## src/rtl/skis_pkg.sv

```systemverilog
`default_nettype none

package skis_pkg;

    // Field widths
    localparam int KEY_W       = 31;
    localparam int HELD_W      = 8;
    localparam int STATUS_W    = 2;
    localparam int SLOT_W      = 3;
    localparam int DEPTH_DEF   = 8;

    // Stream word widths, padded to whole bytes
    localparam int S_TDATA_W   = ((KEY_W + HELD_W + 7) / 8) * 8;
    localparam int M_TDATA_W   = ((STATUS_W + SLOT_W + 7) / 8) * 8;

    // Command codes carried on s_tuser
    localparam logic CMD_INSERT = 1'b0;
    localparam logic CMD_REMOVE = 1'b1;

    typedef enum logic [STATUS_W-1:0] {
        ST_DONE      = 2'd0,
        ST_FULL      = 2'd1,
        ST_DUP       = 2'd2,
        ST_NOT_FOUND = 2'd3
    } skis_status_t;

    // Command broadcast to every cell
    typedef struct packed {
        logic [KEY_W-1:0] key;
        logic             ins_en;
        logic             rem_en;
    } skis_cmd_t;

    // What a cell shows its right-hand neighbor
    typedef struct packed {
        logic [KEY_W-1:0] key;
        logic             gt;   // slot empty or holds a key above the search key
        logic             ge;   // gt, or slot holds the search key
    } skis_link_t;

endpackage

`default_nettype wire

```

## src/rtl/skis_cell.sv

```systemverilog
`default_nettype none

module skis_cell (
    input  logic                      aclk,
    input  logic                      aresetn,
    input  skis_pkg::skis_cmd_t       cmd_i,
    input  skis_pkg::skis_link_t      left_i,
    input  logic [skis_pkg::KEY_W-1:0] right_key_i,
    output skis_pkg::skis_link_t      link_o,
    output logic                      ins_bnd_o,
    output logic                      rem_bnd_o,
    output logic                      eq_o
);
    import skis_pkg::*;

    logic [KEY_W-1:0] slot_reg;
    logic [KEY_W-1:0] slot_next;
    logic             empty;
    logic             gt;
    logic             ge;

    // Compare against the search key
    always_comb begin
        empty = (slot_reg == '0);
        eq_o  = (slot_reg == cmd_i.key);
        gt    = empty || (cmd_i.key < slot_reg);
        ge    = gt || eq_o;
    end

    assign link_o    = '{key: slot_reg, gt: gt, ge: ge};
    // First cell of each thermometer
    assign ins_bnd_o = gt && !left_i.gt;
    assign rem_bnd_o = ge && !left_i.ge;

    // Insert shifts up from the boundary, remove shifts down
    always_comb begin
        slot_next = slot_reg;
        if (cmd_i.ins_en && gt) begin
            slot_next = left_i.gt ? left_i.key : cmd_i.key;
        end else if (cmd_i.rem_en && ge) begin
            slot_next = right_key_i;
        end
    end

    always_ff @(posedge aclk) begin
        if (!aresetn) begin
            slot_reg <= '0;
        end else begin
            slot_reg <= slot_next;
        end
    end

endmodule

`default_nettype wire

```

## src/rtl/sorted_key_set_insert_remove_core.sv

```systemverilog
`default_nettype none

// Channel  Dir  Ports                               Content
// s_       in   s_tvalid s_tready s_tdata s_tuser   key, held_count; command
// m_       out  m_tvalid m_tready m_tdata           status, slot
//
// One word per cycle: all cells compare the key in parallel and shift in the
// same cycle the word is accepted; the result sits in one output register.
// The slot row updates at acceptance, so the next word sees the new contents.
// Reset (aresetn low, synchronous) empties every slot and drops m_tvalid.
// s_tready is low only while a result is held and m_tready is low.

module sorted_key_set_insert_remove_core #(
    parameter int DEPTH = skis_pkg::DEPTH_DEF
) (
    input  logic                            aclk,
    input  logic                            aresetn,
    input  logic                            s_tvalid,
    output logic                            s_tready,
    input  logic [skis_pkg::S_TDATA_W-1:0]  s_tdata,  // [30:0] key, [38:31] held_count
    input  logic [0:0]                      s_tuser,  // [0] command
    output logic                            m_tvalid,
    input  logic                            m_tready,
    output logic [skis_pkg::M_TDATA_W-1:0]  m_tdata   // [1:0] status, [4:2] slot
);
    import skis_pkg::*;

    logic [KEY_W-1:0]  cmd_key;
    logic [HELD_W-1:0] held;
    logic              is_rem;
    logic              accept;
    skis_cmd_t         cmd;

    skis_link_t        link_vec [DEPTH];
    logic [DEPTH-1:0]  ins_bnd;
    logic [DEPTH-1:0]  rem_bnd;
    logic [DEPTH-1:0]  eq_vec;

    logic              key_zero;
    logic              any_eq;
    logic              found;
    logic              room;
    skis_status_t      status;
    logic [DEPTH-1:0]  sel;
    logic [SLOT_W-1:0] idx;

    logic              out_valid_reg;
    skis_status_t      out_status_reg;
    logic [SLOT_W-1:0] out_slot_reg;

    // Input unpack
    assign cmd_key = s_tdata[KEY_W-1:0];
    assign held    = s_tdata[KEY_W +: HELD_W];
    assign is_rem  = (s_tuser[0] == CMD_REMOVE);

    assign s_tready = !out_valid_reg || m_tready;
    assign accept   = s_tvalid && s_tready;

    // Row of slot cells
    for (genvar g = 0; g < DEPTH; g++) begin : g_cell
        skis_link_t       left_lnk;
        logic [KEY_W-1:0] right_key;

        if (g == 0) begin : g_first
            assign left_lnk = '{key: '0, gt: 1'b0, ge: 1'b0};
        end else begin : g_mid
            assign left_lnk = link_vec[g-1];
        end

        if (g == DEPTH - 1) begin : g_last
            assign right_key = '0;
        end else begin : g_inner
            assign right_key = link_vec[g+1].key;
        end

        skis_cell u_cell (
            .aclk        (aclk),
            .aresetn     (aresetn),
            .cmd_i       (cmd),
            .left_i      (left_lnk),
            .right_key_i (right_key),
            .link_o      (link_vec[g]),
            .ins_bnd_o   (ins_bnd[g]),
            .rem_bnd_o   (rem_bnd[g]),
            .eq_o        (eq_vec[g])
        );
    end

    // Decide the outcome
    always_comb begin
        key_zero = (cmd_key == '0);
        any_eq   = |eq_vec;
        found    = |(rem_bnd & eq_vec);
        room     = link_vec[DEPTH-1].gt;
        if (!is_rem) begin
            priority if (held >= HELD_W'(DEPTH)) status = ST_FULL;
            else if (key_zero || any_eq)         status = ST_DUP;
            else if (!room)                      status = ST_FULL;
            else                                 status = ST_DONE;
        end else begin
            status = (key_zero || !found) ? ST_NOT_FOUND : ST_DONE;
        end
    end

    // Slot index from the one-hot boundary, low bits only
    always_comb begin
        sel = is_rem ? rem_bnd : ins_bnd;
        idx = '0;
        for (int i = 0; i < DEPTH; i++) begin
            if (sel[i]) begin
                idx = idx | SLOT_W'(i);
            end
        end
    end

    assign cmd = '{key:    cmd_key,
                   ins_en: accept && !is_rem && (status == ST_DONE),
                   rem_en: accept &&  is_rem && (status == ST_DONE)};

    // Result register
    always_ff @(posedge aclk) begin
        if (!aresetn) begin
            out_valid_reg <= 1'b0;
        end else if (accept) begin
            out_valid_reg <= 1'b1;
        end else if (m_tready) begin
            out_valid_reg <= 1'b0;
        end
    end

    always_ff @(posedge aclk) begin
        if (accept) begin
            out_status_reg <= status;
            out_slot_reg   <= (status == ST_DONE) ? idx : '0;
        end
    end

    assign m_tvalid = out_valid_reg;
    assign m_tdata  = {{(M_TDATA_W - STATUS_W - SLOT_W){1'b0}}, out_slot_reg, out_status_reg};

    // Checks
    a_slot_zero_on_error: assert property (@(posedge aclk) disable iff (!aresetn)
        (out_valid_reg && out_status_reg != ST_DONE) |-> (out_slot_reg == '0))
        else $error("slot nonzero with error status");

    a_ins_bnd_onehot: assert property (@(posedge aclk) disable iff (!aresetn)
        $onehot0(ins_bnd))
        else $error("insert thermometer broken, list not sorted");

    a_rem_clears_last: assert property (@(posedge aclk) disable iff (!aresetn)
        cmd.rem_en |=> (link_vec[DEPTH-1].key == '0))
        else $error("last slot not cleared after remove");

    a_accept_gives_result: assert property (@(posedge aclk) disable iff (!aresetn)
        accept |=> out_valid_reg)
        else $error("accepted word produced no result");

    a_one_shift_dir: assert property (@(posedge aclk) disable iff (!aresetn)
        !(cmd.ins_en && cmd.rem_en))
        else $error("insert and remove enabled together");

endmodule

`default_nettype wire

```

## config.mk

```make
export PLATFORM = sky130hd
export DESIGN_NAME = sorted_key_set_insert_remove_core
export DESIGN_NICKNAME = d
export VERILOG_FILES = /design/src/rtl/skis_pkg.sv /design/src/rtl/skis_cell.sv /design/src/rtl/sorted_key_set_insert_remove_core.sv
export SDC_FILE = /design/constraint.sdc
export NUM_CORES = 1
export LEC_CHECK = 0
export BUFFER_PORTS_ARGS = -buffer_cell sky130_fd_sc_hd__buf_2
export CAP_MARGIN = 30
export CORE_ASPECT_RATIO = 0.8
export CORE_UTILIZATION = 36
export DETAILED_ROUTE_END_ITERATION = 6
export MAX_ROUTING_LAYER = met4
export SLEW_MARGIN = 5
export SYNTH_ARGS = -nofsm -noshare
export SYNTH_HDL_FRONTEND = slang
export SYNTH_HIERARCHICAL = 1
export SYNTH_SLANG_ARGS = --single-unit
export TNS_END_PERCENT = 30
```

## constraint.sdc

```tcl
create_clock -name aclk -period 7.2 [get_ports aclk]
set_clock_uncertainty 0.15 [all_clocks]
set_input_delay 1.08 -clock aclk [delete_from_list [all_inputs] [get_ports aclk]]
set_output_delay 1.08 -clock aclk [all_outputs]
set_load 0.02 [all_outputs]
```

## Yosys cells after proc, flatten, opt, wreduce, memory -nomap -nowiden

Index checks and enable logic that the tools add are counted.

- Bits in registers: 254
- Bits in latches: 0
- Bits in writable memories: 0
- ROM bits: 0
- Memories kept: 0

- Add/subtract/negate cells: 0
- Multiply operators: 0
- Divide/modulo/power cells: 0
- $lt $le $gt $ge: 9
- Eq/ne operators: 8
- Shift-type cells: 0
- Mux-type cells: 38
- Bitwise gates (word level): 1
- Reductions and logical operators: 92

Operators by type and width:

| operator | count |
|---|---|
| two-way mux 31 bit | 23 |
| logical NOT 31 bit | 9 |
| equality test 31 bit | 8 |
| < comparator 31 bit | 8 |
| logical AND 1 bit | 35 |
| logical OR 1 bit | 19 |
| nonzero test 2 bit | 9 |
| logical NOT 1 bit | 17 |
| OR reduction 8 bit | 2 |
| two-way mux 2 bit | 6 |
| two-way mux 3 bit | 4 |
| bitwise AND 8 bit | 1 |
| greater-or-equal comparator 8 x 4 -> 1 bit, second input constant | 1 |
| two-way mux 8 bit | 1 |
| two-way mux 1 bit | 4 |
| logical NOT 2 bit | 1 |

## Depth between registers and ports, before layout

Gate-level depths: netlist of run 1.

- Word-level depth: 16
- Depth in mapped cells: 23
- Gate-level depth less buffers: 19

## Cells and area by module

The synthesis of run 1 kept the hierarchy.

Modules (own cells, without submodules):

| module | times used | cells each | area each (µm²) |
|---|---|---|---|
| skis_cell | 8 | 315 | 3,024.2 |
| sorted_key_set_insert_remove_core | 1 | 63 | 536.8 |

## Least setup slack after synthesis of run 1

Ideal clock, no wire load.

- Path kind: input -> register
- Start point: in s_tdata[13] in the netlist's numbering
- End point: reg g_cell[0].u_cell.slot_reg[11]
- Setup time: 0.126 ns
- Arrival time: 6.061 ns
- Data required time: 6.924 ns
- Path slack: 0.863 ns
- Stages: 16
- Cell sequence: ha_1 > a21oi_1 > nand2_1 > a221oi_1 > a21boi_2 > o22a_1 > buf_6 > buf_4 > inv_1 > buf_4 > nand4_2 > nor3_1 > inv_1 > dlygate4sd3_1 > o31ai_1 > a21oi_2

RTL lines:

| element | line | text |
|---|---|---|
| start: declaration | sorted_key_set_insert_remove_core.sv:20 | `input logic [skis_pkg::S_TDATA_W-1:0] s_tdata,` |
| end signal: assignment | skis_cell.sv:49 | `slot_reg <= slot_next;` |
| end: declaration | skis_cell.sv:16 | `logic [KEY_W-1:0] slot_reg;` |

==> results of run 1 <==
-- power breakdown --
part	internal, W	leakage, nW	switching, W
Sequential	0.00142	2.05	0.0000148
Clock	0.000981	0.520	0.000666
Combinational	0.000306	6.15	0.000477
Total	0.00271	8.72	0.00116
-- worst max path at each step --
stage | start | end | slack, ps
detailed placement | s_tdata[28] | g_cell[2].u_cell/slot_reg[3] | 980
finish | s_tdata[29] | g_cell[1].u_cell/slot_reg[5] | 1430
CTS | s_tdata[28] | g_cell[2].u_cell/slot_reg[5] | 1570
floorplan | s_tdata[13] | g_cell[0].u_cell/slot_reg[11] | 870
global placement | s_tdata[28] | g_cell[0].u_cell/slot_reg[8] | 880
global route | s_tdata[28] | g_cell[2].u_cell/slot_reg[1] | 1190
-- layout make-up --
cell class                      instances  area share (%)
Multi-Input combinational cell       1930            64.4
Sequential cell                       254            19.9
Tap cell                              913            4.42
Inverter                              283            4.15
Clock buffer                           46            3.57
Timing Repair Buffer                   94            3.15
Clock inverter                          9           0.465
Antenna cell                            1         0.00968
-- per-stage QoR --
stage | hold WS, ps | setup WS [ps]
2_1_floorplan | 385 | 866
3_3_place_gp | 375 | 878
3_5_place_dp | 395 | 979
4_1_cts | 405 | 1570
5_1_grt | 431 | 1190
6_report | 395 | 1430
-- critical path, delay by kind of cell --
| kind | cells | cell delay (ps) |
|---|---|---|
| AO/OA/AOI/OAI | 6 | 1890 |
| buffers and inverters | 3 | 1080 |
| multiplexers | 1 | 270 |
| AND/OR/NAND/NOR | 8 | 1420 |
| adder cells (fa/ha/maj) | 1 | 280 |
-- metal layers --
metal | share of wire, % | up-vias
met5 | 0 | -
met4 | 1.7 | 0
met3 | 5.7 | 79
met2 | 40 | 525
met1 | 53 | 9451
li1 | - | 9625
==> metrics, run 1 <==
status=finished, final reports clean; r2r setup slk=1880 ps; register area=5130 sq um; met1 Usage GRT=32.9%; first-pass GRT wire length=115000 um; FF-to-FF End=g_cell[1].u_cell/slot_reg[5]; Post-CTS Setup Bufs=0; Clock Sinks=254; GRT Util Overall=21.4%; Residual DRC=0; first-pass iteration count of the detailed router=5; initial DRC count=1700; start of the worst register-to-register path=g_cell[0].u_cell/slot_reg[29]; Filler Cells Inserted=6974; Critical Path Max Stage Delay=730 ps; RSZ-0062 raised after global routing=false; critical path's slowest cell=o21ai_4; DRT Wirelength=73500 um; PortBufs=47; final setup TNS=0 ps; DR WL/cell=20.8 um; Data required, critical path=7490 ps; hold depth=2; boundary pin count=55; area grow syn2layout=4.60%; critical path fanouts, max=24; Cells after Synth=2580; syn_area_per_cell=9.58 sq um; global route overflow=0; CTS max path bufs=3; post-DR vias/cell=5.58; crit path kind=in -> reg; hold path start=m_tvalid; die area=69700 sq um; die height=236 um; Mapped Area=24700 sq um; pin count of the biggest net entering global routing=128; Die X-Extent=295 um; Hold Path Class=reg -> reg; setup violators final=0; fin crit share=80.1%; count of max-cap constraint violations=0; H-Tree Depth=1; Synthesis Warnings=6; cell breakdown of the critical path=buf_2 > ha_1 > and4_1 > nand3_1 > nor4_4 > a21boi_2 > o22a_1 > nand2_1 > a21oi_1 > a22oi_1 > nand4_1 > nand2_1 > nor3_2 > buf_12 > nand4_1 > o21ai_4 > buf_4 > mux2i_1 > a21oi_2; root buffer cell=clkbuf_16; final RePlAce weighted congestion=0.921; Core ar.=67600 sq um; CTS Hold Bufs=0; Non-Filler Instances=3530; most used routing layer=met1; vias=19680; layout cells sized above 1=26.9%; Fmax=173 MHz; initial antenna violation count=1; hold worst-path end=m_tvalid; DP Area=24600 sq um; Final Critical Period=5770 ps; area of the multi-input gates=16600 sq um; CTS buffer count=31; slew margin rel.=34.9%; grt met2 use=29.3%; DRT antenna net count=0; Leak=8.72 nW; vias in the first global route=18777; CTS tree=done; Slew Viols, Final=0; Post-Place Cells=3467; final hold vios=0; CP arrival=6060 ps; Worst Tran Pin Value=976 ps; crit end category=register; startpoint types=input pin; commonest non-fill, non-tap cell in the layout=inv_1; worst r2r path cells=19; Initial Util=36.5%; final core utilization=38.2%; row count=85; Final HPWL DP=54900 um; post-CTS resize count=0; max FFs per register=248; most frequent cells in the layout=274 x inv_1, 264 x o31ai_1, 249 x dfxtp_1, 248 x mux2i_1, 248 x ha_1; VDD IR-drop max=0.000183 V; Nets=2887; clock slew at reported path FFs=60 ps; Final Cell Area=25900 sq um; clk_lat worst skew=600 ps; Final Total Pwr=0.00387 W; pwr dens=150 nW/um^2; M3 GR Usage=2.65%
Note: power is estimated with default switching activity, not from simulation.
==> run 2: changes to the inputs <==
==> constraint.sdc (replaced) <==
create_clock -name aclk -period 6.05 [get_ports aclk]
set_clock_uncertainty 0.15 [all_clocks]
set_input_delay 0.9075 -clock aclk [delete_from_list [all_inputs] [get_ports aclk]]
set_output_delay 0.9075 -clock aclk [all_outputs]
set_load 0.02 [all_outputs]
==> run 2 against run 1 <==
Non-clock buffer count is 5 higher. Flip-flop and latch count stayed put. First-iteration DRC count is 6.8% lower. Setup slack worse by 700 ps. Combinational power is 19% higher. Critical path type unchanged. Largest power group unchanged.
==> metrics, run 2 (synthesis gave the netlist of run 1 again) <==
status=finished, final reports clean; pin count of the biggest net entering global routing=136 (+6.3%); max FFs per register=248 (unchanged); post-CTS resize count=0 (unchanged); DRT Wirelength=72900 um (-0.83%); die area=69700 sq um (unchanged); initial DRC count=1584 (-6.8%); first-pass iteration count of the detailed router=7 (+2); global route overflow=0 (unchanged); hold depth=2 (unchanged); Final Critical Period=5310 ps; vias=19534 (-0.74%); Initial Util=36.5% (unchanged); most frequent cells in the layout=275 x inv_1, 264 x o31ai_1, 249 x dfxtp_1, 248 x mux2i_1, 248 x ha_1; pwr dens=175 nW/um^2 (+17%); layout cells sized above 1=26.8% (about the same); fin crit share=87.8%; Residual DRC=0 (unchanged); RSZ-0062 raised after global routing=false; count of max-cap constraint violations=0 (unchanged); CTS buffer count=31 (unchanged); H-Tree Depth=1 (unchanged); root buffer cell=clkbuf_16; Post-CTS Setup Bufs=0 (unchanged); clock slew at reported path FFs=60 ps (about the same); initial antenna violation count=0 (-1); Filler Cells Inserted=6958 (-0.23%); PortBufs=47 (unchanged); crit path kind=in -> reg; boundary pin count=55 (unchanged); Nets=2892 (+0.17%); critical path fanouts, max=17 (-29%); final RePlAce weighted congestion=0.930 (+0.92%); CP arrival=5590 ps (-470 ps); slew margin rel.=30.5% (-4.4 points); antenna fix cells=0 (-1); vias in the first global route=18776 (-0.0053%); final setup TNS=0 ps (unchanged); CTS Hold Bufs=0 (unchanged); setup violators final=0 (unchanged); row count=85 (unchanged); GRT Util Overall=21.2% (-0.19 points); Final HPWL DP=55500 um (+1.1%); Core ar.=67600 sq um (unchanged); die height=236 um (unchanged); clk_lat worst skew=580 ps (-20 ps); Fmax=188 MHz; area grow syn2layout=4.48%; hold slack=395 ps (-0.581 ps); Clock Sinks=254 (unchanged); DR WL/cell=20.6 um (-0.97%); first-pass GRT wire length=114000 um (-0.90%); CTS max path bufs=3 (unchanged); CTS tree=done; worst r2r path cells=21 (+2); commonest non-fill, non-tap cell in the layout=inv_1; Worst Tran Pin Value=1040 ps (+66.0 ps); Slew Viols, Final=0 (unchanged); DRT antenna net count=0 (unchanged); post-DR vias/cell=5.53 (-0.88%); crit end category=register; final hold vios=0 (unchanged); Data required, critical path=6330 ps (-1160 ps); VDD IR-drop max=0.000164 V (-11%); Die X-Extent=295 um (unchanged); Hold Path Class=reg -> reg; startpoint types=input pin; Leak=8.69 nW (-0.33%)
run 2: cell types whose count changed in the layout (fill, tap and decap cells not counted), sizes merged:
cell	change
buf	+5
bufinv	-1
clkbuf	+2
clkinv	-2
diode	-1
inv	+2
run 2: path summary, 6_finish.rpt:
check / slack [ps] / startpoint / end
hold / removal: 390 / m_tvalid / m_tvalid
setup reg to reg: 970 / g_cell[6].u_cell/slot_reg[21] / g_cell[0].u_cell/slot_reg[20]
setup / recovery: 740 / s_tdata[21] / g_cell[0].u_cell/slot_reg[20]
hold reg to reg: 390 / m_tvalid / m_tvalid
run 2: cell type report:
cell class	count	area, sq um	area share (%)
multi-input combinational	1930	16700	64.5
inverter	283	1070	4.15
timing repair buffer	99	822	3.18
tap	913	1140	4.42
clock buffer	48	900	3.48
sequential	254	5130	19.9
clock inverter	8	93.8	0.363
run 2: power breakdown:
group	switching, W	leakage, nW	total, W	internal (W)
Combinational	0.000566	6.15	0.000930	0.000365
Clock	0.000781	0.490	0.00188	0.00110
Sequential	0.0000173	2.05	0.00171	0.00169
Total	0.00136	8.69	0.00452	0.00315
run 2: per-layer routing:
layer  vias to the layer above  track usage, %  wire, um
li1                       9638               -         -
met1                      9347            32.7     38100
met2                       482            29.0     29100
met3                        67            3.29      4740
met4                         0            2.89       944
met5                         -               -         0
run 2: critical path: stages:
cell      delay (ps)
buf_2            370
ha_1             350
a21oi_1          160
a21boi_0         100
o31ai_1          570
nand3_1          210
o22a_1           250
a21oi_1          330
a22oi_1          150
nand4_1          150
nand2_1          150
nor3_4           370
buf_4            340
inv_1             60
nor3_1           240
a31oi_2           80
o21ai_4           90
buf_4            310
mux2i_1          280
a21oi_2           80
run 2: per-stage QoR:
step | util (%) | setup slack (ps) | instance area (sq um) | std cells | total power (W)
floorplan | - | 743 | 25000 | 2646 | 0.00246
global route | 38.2 | 415 | 25800 | 3535 | 0.00471
global placement | 36.5 | 325 | 24700 | 3474 | 0.00265
detailed placement | 36.5 | 298 | 24700 | 3475 | 0.00266
CTS | 38.0 | 890 | 25700 | 3531 | 0.00454
finish | 38.2 | 739 | 25800 | 3535 | 0.00452
